## config.mk

```make
export PLATFORM = sky130hd
export DESIGN_NAME = arp_cache_responder
export DESIGN_NICKNAME = d
export VERILOG_FILES = /design/src/sv/arpc_pkg.sv /design/src/sv/arpc_front.sv /design/src/sv/arpc_back.sv /design/src/sv/arp_cache_responder.sv
export SDC_FILE = /design/constraint.sdc
export NUM_CORES = 2
export LEC_CHECK = 0
export BUFFER_PORTS_ARGS = -buffer_cell sky130_fd_sc_hd__buf_2
export CAP_MARGIN = 20
export CORE_UTILIZATION = 43
export CTS_BUF_LIST = sky130_fd_sc_hd__clkbuf_16
export DETAILED_ROUTE_END_ITERATION = 8
export PLACE_DENSITY = 0.61
export SYNTH_ARGS = -nofsm -noshare
export SYNTH_HDL_FRONTEND = slang
export SYNTH_SLANG_ARGS = --single-unit
```

## constraint.sdc

```tcl
create_clock -name clk -period 10.93 [get_ports clk]
set_input_delay 2.186 -clock clk [delete_from_list [all_inputs] [get_ports clk]]
set_output_delay 2.186 -clock clk [all_outputs]
set_load 0.01 [all_outputs]
```

## src/sv/arpc_pkg.sv

```systemverilog
// arpc_pkg: shared types, codes and sizes for the arp cache and responder
// no dependencies; imported by arpc_front, arpc_back and arp_cache_responder
`timescale 1ns / 1ps

package arpc_pkg;

  // default number of table entries
  localparam int ARPC_TABLE_ENTRIES = 16;

  // field widths
  localparam int ARPC_IP_W   = 32;
  localparam int ARPC_MAC_W  = 48;
  localparam int ARPC_OPER_W = 16;

  // input opcodes
  localparam logic OPC_PACKET = 1'b0;
  localparam logic OPC_LOOKUP = 1'b1;

  // arp operation field values
  localparam logic [ARPC_OPER_W-1:0] OPER_REQUEST = 16'd1;
  localparam logic [ARPC_OPER_W-1:0] OPER_REPLY   = 16'd2;

  // result kinds
  typedef enum logic [2:0] {
    KIND_NONE     = 3'd0,
    KIND_REPLY    = 3'd1,
    KIND_RESOLVED = 3'd2,
    KIND_HIT      = 3'd3,
    KIND_PENDING  = 3'd4,
    KIND_QUERY    = 3'd5,
    KIND_FULL     = 3'd6
  } arpc_kind_t;

  // work class decided by the front end
  typedef enum logic [1:0] {
    CLS_NONE      = 2'd0,
    CLS_REPLY_NOW = 2'd1,
    CLS_ARP_REPLY = 2'd2,
    CLS_LOOKUP    = 2'd3
  } arpc_cls_t;

  // one classified transaction as it sits in the queue
  typedef struct packed {
    arpc_cls_t               cls;
    logic [ARPC_IP_W-1:0]    ip;
    logic [ARPC_MAC_W-1:0]   mac;
  } arpc_item_t;

  // queue handshake from front to back
  typedef struct packed {
    logic       vld;
    arpc_item_t item;
  } arpc_queue_t;

endpackage

```

## src/sv/arpc_front.sv

```systemverilog
// arpc_front: own_ip register, transaction accept, classification and two-entry queue
// depends on arpc_pkg
`timescale 1ns / 1ps

module arpc_front
  import arpc_pkg::*;
(
  input  logic                    clk,
  input  logic                    rst_n,
  // configuration
  input  logic                    cfg_valid,
  output logic                    cfg_ready,
  input  logic [ARPC_IP_W-1:0]    cfg_data,
  // command side
  input  logic                    start,
  output logic                    busy,
  input  logic                    in_opcode,
  input  logic [ARPC_OPER_W-1:0]  in_arp_operation,
  input  logic [ARPC_IP_W-1:0]    in_sender_ip,
  input  logic [ARPC_MAC_W-1:0]   in_sender_mac,
  input  logic [ARPC_IP_W-1:0]    in_target_ip,
  input  logic [ARPC_IP_W-1:0]    in_lookup_ip,
  // queue to back end
  output arpc_queue_t             q_out,
  input  logic                    q_pop
);

  logic [ARPC_IP_W-1:0] own_ip_r;
  arpc_item_t           q_mem_r [2];
  logic                 wr_ptr_r;
  logic                 rd_ptr_r;
  logic [1:0]           q_cnt_r;
  logic                 push;
  arpc_item_t           cls_item;

  // configuration register, always ready
  assign cfg_ready = 1'b1;

  always_ff @(posedge clk) begin
    if (!rst_n) begin
      own_ip_r <= '0;
    end else if (cfg_valid && cfg_ready) begin
      own_ip_r <= cfg_data;
    end
  end

  // classify the incoming transaction
  always_comb begin
    cls_item.cls = CLS_NONE;
    cls_item.ip  = '0;
    cls_item.mac = '0;
    if (in_opcode == OPC_LOOKUP) begin
      cls_item.cls = CLS_LOOKUP;
      cls_item.ip  = in_lookup_ip;
    end else if (in_arp_operation == OPER_REQUEST) begin
      if (in_target_ip == own_ip_r) begin
        cls_item.cls = CLS_REPLY_NOW;
        cls_item.ip  = in_sender_ip;
        cls_item.mac = in_sender_mac;
      end
    end else if (in_arp_operation == OPER_REPLY) begin
      cls_item.cls = CLS_ARP_REPLY;
      cls_item.ip  = in_sender_ip;
      cls_item.mac = in_sender_mac;
    end
  end

  // accept while the queue has room
  assign busy = (q_cnt_r == 2'd2);
  assign push = start && !busy;

  // queue storage
  always_ff @(posedge clk) begin
    if (push) begin
      q_mem_r[wr_ptr_r] <= cls_item;
    end
  end

  // queue pointers and fill count
  always_ff @(posedge clk) begin
    if (!rst_n) begin
      wr_ptr_r <= 1'b0;
      rd_ptr_r <= 1'b0;
      q_cnt_r  <= 2'd0;
    end else begin
      if (push) begin
        wr_ptr_r <= ~wr_ptr_r;
      end
      if (q_pop) begin
        rd_ptr_r <= ~rd_ptr_r;
      end
      if (push && !q_pop) begin
        q_cnt_r <= q_cnt_r + 2'd1;
      end else if (!push && q_pop) begin
        q_cnt_r <= q_cnt_r - 2'd1;
      end
    end
  end

  assign q_out.vld  = (q_cnt_r != 2'd0);
  assign q_out.item = q_mem_r[rd_ptr_r];

endmodule

```

## src/sv/arpc_back.sv

```systemverilog
// arpc_back: table memory, sequential entry scan and result register
// depends on arpc_pkg; fed by arpc_front through the queue
`timescale 1ns / 1ps

module arpc_back
  import arpc_pkg::*;
#(
  parameter int TABLE_ENTRIES = ARPC_TABLE_ENTRIES
) (
  input  logic                    clk,
  input  logic                    rst_n,
  input  arpc_queue_t             q_in,
  output logic                    q_pop,
  output logic                    out_valid,
  output logic [2:0]              out_result_kind,
  output logic [ARPC_IP_W-1:0]    out_peer_ip,
  output logic [ARPC_MAC_W-1:0]   out_peer_mac
);

  localparam int CW = $clog2(TABLE_ENTRIES + 1);
  localparam int IW = (TABLE_ENTRIES > 1) ? $clog2(TABLE_ENTRIES) : 1;
  localparam logic [CW-1:0] FULL_COUNT = CW'(TABLE_ENTRIES);

  typedef enum logic [1:0] {
    ST_IDLE = 2'b01,
    ST_SCAN = 2'b10
  } back_state_t;

  // control state
  back_state_t              state_r, state_nxt;
  logic [CW-1:0]            issue_r, issue_nxt;
  logic                     cmp_vld_r, cmp_vld_nxt;
  logic [IW-1:0]            cmp_idx_r, cmp_idx_nxt;
  logic                     hit_seen_r, hit_seen_nxt;
  logic [CW-1:0]            count_r, count_nxt;
  logic [TABLE_ENTRIES-1:0] resolved_r;
  arpc_item_t               cur_r, cur_nxt;

  // result register
  logic                     out_valid_r, out_valid_nxt;
  arpc_kind_t               out_kind_r, out_kind_nxt;
  logic [ARPC_IP_W-1:0]     out_ip_r, out_ip_nxt;
  logic [ARPC_MAC_W-1:0]    out_mac_r, out_mac_nxt;

  // table memories
  logic [ARPC_IP_W-1:0]     ip_mem  [TABLE_ENTRIES];
  logic [ARPC_MAC_W-1:0]    mac_mem [TABLE_ENTRIES];
  logic [ARPC_IP_W-1:0]     rd_ip_r;
  logic [ARPC_MAC_W-1:0]    rd_mac_r;

  // memory and flag controls
  logic                     rd_en;
  logic [IW-1:0]            rd_addr;
  logic                     ip_we;
  logic [IW-1:0]            ip_waddr;
  logic                     mac_we;
  logic [IW-1:0]            mac_waddr;
  logic                     res_set;
  logic                     res_clr;
  logic                     match;

  assign match = cmp_vld_r && (rd_ip_r == cur_r.ip);
  assign rd_addr = issue_r[IW-1:0];
  assign ip_waddr = count_r[IW-1:0];
  assign mac_waddr = cmp_idx_r;

  // scan sequencer
  always_comb begin
    state_nxt     = state_r;
    issue_nxt     = issue_r;
    cmp_vld_nxt   = cmp_vld_r;
    cmp_idx_nxt   = cmp_idx_r;
    hit_seen_nxt  = hit_seen_r;
    count_nxt     = count_r;
    cur_nxt       = cur_r;
    out_valid_nxt = 1'b0;
    out_kind_nxt  = out_kind_r;
    out_ip_nxt    = out_ip_r;
    out_mac_nxt   = out_mac_r;
    q_pop         = 1'b0;
    rd_en         = 1'b0;
    ip_we         = 1'b0;
    mac_we        = 1'b0;
    res_set       = 1'b0;
    res_clr       = 1'b0;
    case (state_r)
      ST_IDLE: begin
        if (q_in.vld) begin
          q_pop   = 1'b1;
          cur_nxt = q_in.item;
          case (q_in.item.cls)
            CLS_REPLY_NOW: begin
              out_valid_nxt = 1'b1;
              out_kind_nxt  = KIND_REPLY;
              out_ip_nxt    = q_in.item.ip;
              out_mac_nxt   = q_in.item.mac;
            end
            CLS_ARP_REPLY, CLS_LOOKUP: begin
              state_nxt    = ST_SCAN;
              issue_nxt    = '0;
              cmp_vld_nxt  = 1'b0;
              hit_seen_nxt = 1'b0;
            end
            default: begin
              out_valid_nxt = 1'b1;
              out_kind_nxt  = KIND_NONE;
              out_ip_nxt    = '0;
              out_mac_nxt   = '0;
            end
          endcase
        end
      end
      ST_SCAN: begin
        if (cur_r.cls == CLS_LOOKUP && match) begin
          // first matching entry ends a lookup
          state_nxt     = ST_IDLE;
          cmp_vld_nxt   = 1'b0;
          out_valid_nxt = 1'b1;
          out_ip_nxt    = cur_r.ip;
          if (resolved_r[cmp_idx_r]) begin
            out_kind_nxt = KIND_HIT;
            out_mac_nxt  = rd_mac_r;
          end else begin
            out_kind_nxt = KIND_PENDING;
            out_mac_nxt  = '0;
          end
        end else begin
          // a received reply updates every matching entry
          if (match) begin
            mac_we       = 1'b1;
            res_set      = 1'b1;
            hit_seen_nxt = 1'b1;
          end
          if (issue_r < count_r) begin
            rd_en       = 1'b1;
            cmp_vld_nxt = 1'b1;
            cmp_idx_nxt = issue_r[IW-1:0];
            issue_nxt   = issue_r + CW'(1);
          end else if (cmp_vld_r) begin
            cmp_vld_nxt = 1'b0;
          end else begin
            // scan finished with nothing in flight
            state_nxt     = ST_IDLE;
            out_valid_nxt = 1'b1;
            if (cur_r.cls == CLS_ARP_REPLY) begin
              if (hit_seen_r) begin
                out_kind_nxt = KIND_RESOLVED;
                out_ip_nxt   = cur_r.ip;
                out_mac_nxt  = cur_r.mac;
              end else begin
                out_kind_nxt = KIND_NONE;
                out_ip_nxt   = '0;
                out_mac_nxt  = '0;
              end
            end else if (count_r >= FULL_COUNT) begin
              out_kind_nxt = KIND_FULL;
              out_ip_nxt   = cur_r.ip;
              out_mac_nxt  = '0;
            end else begin
              ip_we        = 1'b1;
              res_clr      = 1'b1;
              count_nxt    = count_r + CW'(1);
              out_kind_nxt = KIND_QUERY;
              out_ip_nxt   = cur_r.ip;
              out_mac_nxt  = '0;
            end
          end
        end
      end
      default: begin
        state_nxt = ST_IDLE;
      end
    endcase
  end

  // control registers
  always_ff @(posedge clk) begin
    if (!rst_n) begin
      state_r     <= ST_IDLE;
      issue_r     <= '0;
      cmp_vld_r   <= 1'b0;
      hit_seen_r  <= 1'b0;
      count_r     <= '0;
      out_valid_r <= 1'b0;
    end else begin
      state_r     <= state_nxt;
      issue_r     <= issue_nxt;
      cmp_vld_r   <= cmp_vld_nxt;
      hit_seen_r  <= hit_seen_nxt;
      count_r     <= count_nxt;
      out_valid_r <= out_valid_nxt;
    end
  end

  // payload registers
  always_ff @(posedge clk) begin
    cmp_idx_r  <= cmp_idx_nxt;
    cur_r      <= cur_nxt;
    out_kind_r <= out_kind_nxt;
    out_ip_r   <= out_ip_nxt;
    out_mac_r  <= out_mac_nxt;
  end

  // resolved flags, cleared by reset
  always_ff @(posedge clk) begin
    if (!rst_n) begin
      resolved_r <= '0;
    end else begin
      if (res_set) begin
        resolved_r[mac_waddr] <= 1'b1;
      end
      if (res_clr) begin
        resolved_r[ip_waddr] <= 1'b0;
      end
    end
  end

  // ip memory: one write, one registered read
  always_ff @(posedge clk) begin
    if (ip_we) begin
      ip_mem[ip_waddr] <= cur_r.ip;
    end
    if (rd_en) begin
      rd_ip_r <= ip_mem[rd_addr];
    end
  end

  // mac memory: one write, one registered read
  always_ff @(posedge clk) begin
    if (mac_we) begin
      mac_mem[mac_waddr] <= cur_r.mac;
    end
    if (rd_en) begin
      rd_mac_r <= mac_mem[rd_addr];
    end
  end

  assign out_valid       = out_valid_r;
  assign out_result_kind = out_kind_r;
  assign out_peer_ip     = out_ip_r;
  assign out_peer_mac    = out_mac_r;

endmodule

```

## src/sv/arp_cache_responder.sv

```systemverilog
// arp_cache_responder: top level of the arp cache and responder
// depends on arpc_pkg, arpc_front and arpc_back
//
//   channel  handshake            payload
//   cfg      cfg_valid/cfg_ready  cfg_data (own ip)
//   in       start, busy          in_opcode .. in_lookup_ip
//   out      out_valid strobe     out_result_kind, out_peer_ip, out_peer_mac
//
// a transaction is taken when start is high and busy is low; a two-entry queue
// sits between the front end and the table engine, so busy rises only when it is full.
// a request, a no-op or an ignored packet is answered from the queue without a table scan;
// a reply or a lookup scans the table one entry per cycle from its single read port;
// a lookup ends at its first matching entry, while a reply always reads every entry.
// synchronous active-low reset clears the queue, the entry count and resolved flags;
// the table memory itself is not cleared. results are not held: out_valid lasts one cycle.
`timescale 1ns / 1ps

module arp_cache_responder
  import arpc_pkg::*;
#(
  parameter int TABLE_ENTRIES = ARPC_TABLE_ENTRIES
) (
  input  logic                    clk,
  input  logic                    rst_n,
  input  logic                    cfg_valid,
  output logic                    cfg_ready,
  input  logic [ARPC_IP_W-1:0]    cfg_data,
  input  logic                    start,
  output logic                    busy,
  input  logic                    in_opcode,
  input  logic [ARPC_OPER_W-1:0]  in_arp_operation,
  input  logic [ARPC_IP_W-1:0]    in_sender_ip,
  input  logic [ARPC_MAC_W-1:0]   in_sender_mac,
  input  logic [ARPC_IP_W-1:0]    in_target_ip,
  input  logic [ARPC_IP_W-1:0]    in_lookup_ip,
  output logic                    out_valid,
  output logic [2:0]              out_result_kind,
  output logic [ARPC_IP_W-1:0]    out_peer_ip,
  output logic [ARPC_MAC_W-1:0]   out_peer_mac
);

  arpc_queue_t queue;
  logic        q_pop;

  // accept and classify
  arpc_front u_front (
    .clk              (clk),
    .rst_n            (rst_n),
    .cfg_valid        (cfg_valid),
    .cfg_ready        (cfg_ready),
    .cfg_data         (cfg_data),
    .start            (start),
    .busy             (busy),
    .in_opcode        (in_opcode),
    .in_arp_operation (in_arp_operation),
    .in_sender_ip     (in_sender_ip),
    .in_sender_mac    (in_sender_mac),
    .in_target_ip     (in_target_ip),
    .in_lookup_ip     (in_lookup_ip),
    .q_out            (queue),
    .q_pop            (q_pop)
  );

  // table engine
  arpc_back #(
    .TABLE_ENTRIES (TABLE_ENTRIES)
  ) u_back (
    .clk             (clk),
    .rst_n           (rst_n),
    .q_in            (queue),
    .q_pop           (q_pop),
    .out_valid       (out_valid),
    .out_result_kind (out_result_kind),
    .out_peer_ip     (out_peer_ip),
    .out_peer_mac    (out_peer_mac)
  );

endmodule
```

==> impl_metrics.prom <==
# TYPE chip_impl_metric gauge
chip_impl_metric{name="seqCellArea",unit="mm^2"} 0.05222
chip_impl_metric{name="final_nets",unit=""} 3610
chip_impl_metric{name="post_cts.resized_instances",unit=""} 0
chip_impl_metric{name="avgSynthCellArea",unit="um^2"} 22.13
chip_impl_metric{name="synth_nets",unit=""} 3244
chip_impl_metric{name="maxCapViolCount",unit=""} 0
chip_impl_metric{name="avgRoutedWirePerCell",unit="um"} 28.23
chip_impl_metric{name="fin_crit_sh",unit="%"} 46.30
chip_impl_metric{name="postCtsSetupBuffers",unit=""} 0
chip_impl_metric{name="drt_pass1_iterations",unit=""} 5
chip_impl_metric{name="remaining_design_rule_violation_count",unit=""} 0
chip_impl_metric{name="synth_area",unit="mm^2"} 0.06716
chip_impl_metric{name="place.port_buffers",unit=""} 281
chip_impl_metric{name="power_leakage",unit="nW"} 24.93
chip_impl_info{name="ys.flop_type",value="edfxtp_1"} 1
chip_impl_metric{name="power.sequential.fraction",unit="%"} 54.8
chip_impl_metric{name="net_switching_power_of_the_design",unit="W"} 0.004326
chip_impl_metric{name="power_density",unit="mW/mm^2"} 219.6
chip_impl_metric{name="crit_path_max_incr_delay",unit="ps"} 1050
chip_impl_metric{name="fillCellCount",unit=""} 12380
chip_impl_metric{name="slew_headroom",unit="%"} 23.16
chip_impl_metric{name="cts_made_buffers",unit=""} 178
chip_impl_metric{name="flip_flop_and_latch_count_after_synthesis",unit=""} 1761
chip_impl_metric{name="finalCriticalPeriod",unit="ps"} 5061
chip_impl_metric{name="register_area_share_after_synthesis",unit="%"} 77.72
chip_impl_metric{name="cp.required",unit="ps"} 11330
chip_impl_metric{name="yosysWarningCount",unit=""} 0
chip_impl_info{name="mostFrequentLayoutCell",value="edfxtp_1"} 1
chip_impl_metric{name="rrSetupSlack",unit="ps"} 5870
chip_impl_metric{name="cellInternalPower",unit="W"} 0.01261
chip_impl_metric{name="floorplan.initialDensity",unit="%"} 43.44
chip_impl_info{name="holdCritStartpoint",value="u_back.resolved_r[2]$_SDFF_PN0_"} 1
chip_impl_metric{name="fp.dieH",unit="um"} 397.2
chip_impl_metric{name="routed-via-count",unit=""} 32030
chip_impl_metric{name="layout-drive-gt1-share",unit="%"} 32.02
chip_impl_metric{name="swShare",unit="%"} 25.55
chip_impl_metric{name="synth_edf_count",unit=""} 1693
chip_impl_info{name="timing.rr.start",value="u_back.cur_r[73]$_DFFE_PP_"} 1
chip_impl_metric{name="asyncSetResetFlopFracSynth",unit="%"} 0
chip_impl_info{name="critPathLaunchType",value="flop"} 1
chip_impl_metric{name="grt_first_pass_wirelength",unit="mm"} 226.8
chip_impl_metric{name="power.share.clock",unit="%"} 36.0
chip_impl_info{name="cts_tree",value="yes"} 1
chip_impl_metric{name="clk_latency",unit="ps"} 800
chip_impl_info{name="status",value="complete, no violations"} 1
chip_impl_metric{name="die-area",unit="mm^2"} 0.1578
chip_impl_metric{name="path_max_fanout",unit=""} 41
chip_impl_info{name="end_kind",value="flop"} 1
chip_impl_metric{name="top_level_ports",unit=""} 283
chip_impl_info{name="clockRootBuffer",value="clkbuf_16"} 1
chip_impl_metric{name="average_vias_per_placed_instance",unit=""} 5.725
chip_impl_metric{name="finalWirelength",unit="mm"} 158.0
chip_impl_metric{name="vdd_ir_drop_max",unit="V"} 0.0001710
chip_impl_metric{name="setup_viol",unit=""} 0
chip_impl_metric{name="postSynthCellCount",unit=""} 3035
chip_impl_metric{name="cts-root-to-sink-buffers",unit=""} 3
chip_impl_metric{name="timing_worst_slew_pin_value",unit="ps"} 1153
chip_impl_metric{name="die_x",unit="um"} 397.2
chip_impl_metric{name="grt_max_degree",unit=""} 151
chip_impl_metric{name="timing.critical_path.arrival",unit="ps"} 5460
chip_impl_metric{name="combPwrFrac",unit="%"} 9.2
chip_impl_metric{name="place.gp.congestion",unit=""} 0.8226
chip_impl_metric{name="max_freq",unit="MHz"} 197.6
chip_impl_metric{name="multi_input_comb_area",unit="mm^2"} 0.01442
chip_impl_metric{name="slew_viol_final",unit=""} 0
chip_impl_info{name="layout.cells.most_common_list",value="edfxtp_1, mux4_2, buf_2, clkbuf_16, a22o_1"} 1
chip_impl_metric{name="rows",unit=""} 144
chip_impl_info{name="critical_path.slowest_cell",value="a31oi_4"} 1
chip_impl_metric{name="final_area",unit="mm^2"} 0.07710
chip_impl_info{name="critPathLaunch",value="u_back.cur_r[73]$_DFFE_PP_"} 1
chip_impl_metric{name="yosysUniqueCellTypes",unit=""} 48
chip_impl_metric{name="grt_overflow_total",unit=""} 0
chip_impl_metric{name="clock_sink_count",unit=""} 1761
chip_impl_info{name="rsz0062_at_grt",value="false"} 1
chip_impl_metric{name="gr-usage-all-layers",unit="%"} 20.06
chip_impl_metric{name="core_area",unit="mm^2"} 0.1546
chip_impl_metric{name="first_global_vias",unit=""} 32660
chip_impl_info{name="crit_path_cell_trace",value="nor2b_1 -> a2111oi_0 -> nand4_1 -> or4_1 -> a31oi_4 -> buf_4"} 1
chip_impl_metric{name="finalClockSkew",unit="ps"} 37.04
chip_impl_info{name="min_path_type",value="reg2reg"} 1
chip_impl_metric{name="detailed_place.area",unit="mm^2"} 0.07122
chip_impl_metric{name="area_growth",unit="%"} 14.80
chip_impl_metric{name="cts_max_level",unit=""} 4
chip_impl_metric{name="dp.final_hpwl",unit="mm"} 81.22
chip_impl_metric{name="detail_route.iter0.violations",unit=""} 2976
chip_impl_metric{name="cts_hold_repair.buffers",unit=""} 0
chip_impl_metric{name="fin_tns_setup",unit="ps"} 0
chip_impl_metric{name="detail-route-antenna-nets",unit=""} 0
chip_impl_info{name="setup.worst_path.class",value="reg2reg"} 1
chip_impl_metric{name="finalHoldViolCount",unit=""} 0
chip_impl_metric{name="antenna_found_initial",unit=""} 5
chip_impl_metric{name="clk_transition_reported_paths",unit="ps"} 60
==> routing by layer <==
layer  track usage, %  vias up  wire length [um]
li1                 -    13430                 -
met1            27.41    17300             65570
met2            33.39     1078             79560
met3            3.211      218              9384
met4            5.714        2              3433
met5                0        -                11
==> registers in the layout, summed over array words and instances (netlist names), named ones only <==
signal and count:
u_back.mac_mem 768, u_back.ip_mem 512, u_front.q_mem_r 164, u_back.cur_r 82, u_back.out_peer_mac 48, u_back.rd_mac_r 48
u_back.out_peer_ip 32, u_back.rd_ip_r 32, u_front.own_ip_r 32, u_back.resolved_r 16, u_back.count_r 5, u_back.issue_r 5
u_back.cmp_idx_r 4, u_back.out_result_kind 3, u_back.state_r 2, u_front.q_cnt_r 2, u_back.cmp_vld_r 1, u_back.hit_seen_r 1
u_back.out_valid 1, u_front.rd_ptr_r 1, u_front.wr_ptr_r 1
==> stage by stage <==
stage               std cells  util, %  hold slack [ps]  total power (W)  worst slack (ps)
detailed placement       5265    46.07            444.4          0.01101              5634
CTS                      5592    49.87            453.4          0.01709              5790
floorplan                3035        -            428.7         0.009996              3593
global placement         5265    46.07            438.2          0.01097              5695
finish                   5595    49.87            454.4          0.01693              5869
global route             5594    49.87            475.0          0.01747              5728
==> worst paths after layout <==
path                                                         end  cells after the start
worst max-delay path            u_back.out_peer_ip[24]$_DFFE_PP_                      6
worst min-delay path             u_back.resolved_r[2]$_SDFF_PN0_                      2
worst max register to register  u_back.out_peer_ip[24]$_DFFE_PP_                      6
worst min register to register   u_back.resolved_r[2]$_SDFF_PN0_                      2
==> cell usage after synthesis, drive strengths merged, types with 2 or more instances <==
master / instances / area share, %
a21o: 50 / 0.56
a21oi: 23 / 0.17
a22o: 112 / 1.5
a31oi: 3 / 0.028
and2: 49 / 0.46
and3: 23 / 0.21
buf: 39 / 0.27
clkbuf: 121 / 0.68
dfxtp: 68 / 2.0
edfxtp: 1693 / 76
ha: 12 / 0.22
inv: 20 / 0.11
mux2: 83 / 1.4
mux2i: 42 / 0.63
mux4: 404 / 14
nand2: 33 / 0.19
nand2b: 11 / 0.10
nand3: 27 / 0.20
nand3b: 3 / 0.034
nand4: 17 / 0.16
nor2: 74 / 0.41
nor2b: 5 / 0.047
nor3: 18 / 0.15
nor4: 14 / 0.14
o211ai: 2 / 0.022
o21a: 2 / 0.022
o21ai: 6 / 0.045
o22ai: 2 / 0.019
or2: 3 / 0.028
or3: 2 / 0.019
or4: 2 / 0.022
xnor2: 41 / 0.53
xor2: 23 / 0.30
==> power by group through the flow <==
stage / combinational, W / clock [W] / sequential [W]
after global placement: 0.00158 / 0 / 0.00939
after floorplan: 0.000749 / 0 / 0.00925
after global routing: 0.00165 / 0.00645 / 0.00937
after CTS: 0.00159 / 0.00621 / 0.00929
after detailed placement: 0.00158 / 0 / 0.00943
final: 0.00156 / 0.00609 / 0.00928
==> final cells by class <==
| cell class | count | area share, % |
|---|---|---|
| Sequential cell | 1761 | 67.73 |
| Multi-Input combinational cell | 1094 | 18.70 |
| Clock buffer | 179 | 5.810 |
| Tap cell | 2044 | 3.317 |
| Timing Repair Buffer | 346 | 2.522 |
| Clock inverter | 148 | 1.808 |
| Inverter | 20 | 0.1006 |
| Antenna cell | 3 | 0.009737 |
==> worst max-delay path: cells and delay by family, from the launching register on <==
family	cells	cell delay, ps
DFF	1	700
buffers and inverters	1	820
and+or+nand+nor	3	1340
AOI/OAI and AO/OA	2	1690
==> kinds of logic (layout without fill, tap and decap cells) <==
kind of cell               after synthesis  count (layout)  share of synthesized area, %
adders and majority gates               12              12                        0.2236
muxes                                  529             529                         15.57
xor gates and xnor gates                64              64                        0.8346
and+or+nand+nor                        282             282                         2.185
DFF                                   1761            1761                         77.72
other                                    1               4                      0.005584
AOI/OAI and AO/OA                      206             206                         2.405
buffers and inverters                  180             693                         1.056
Power figures use the tool's default switching activity.
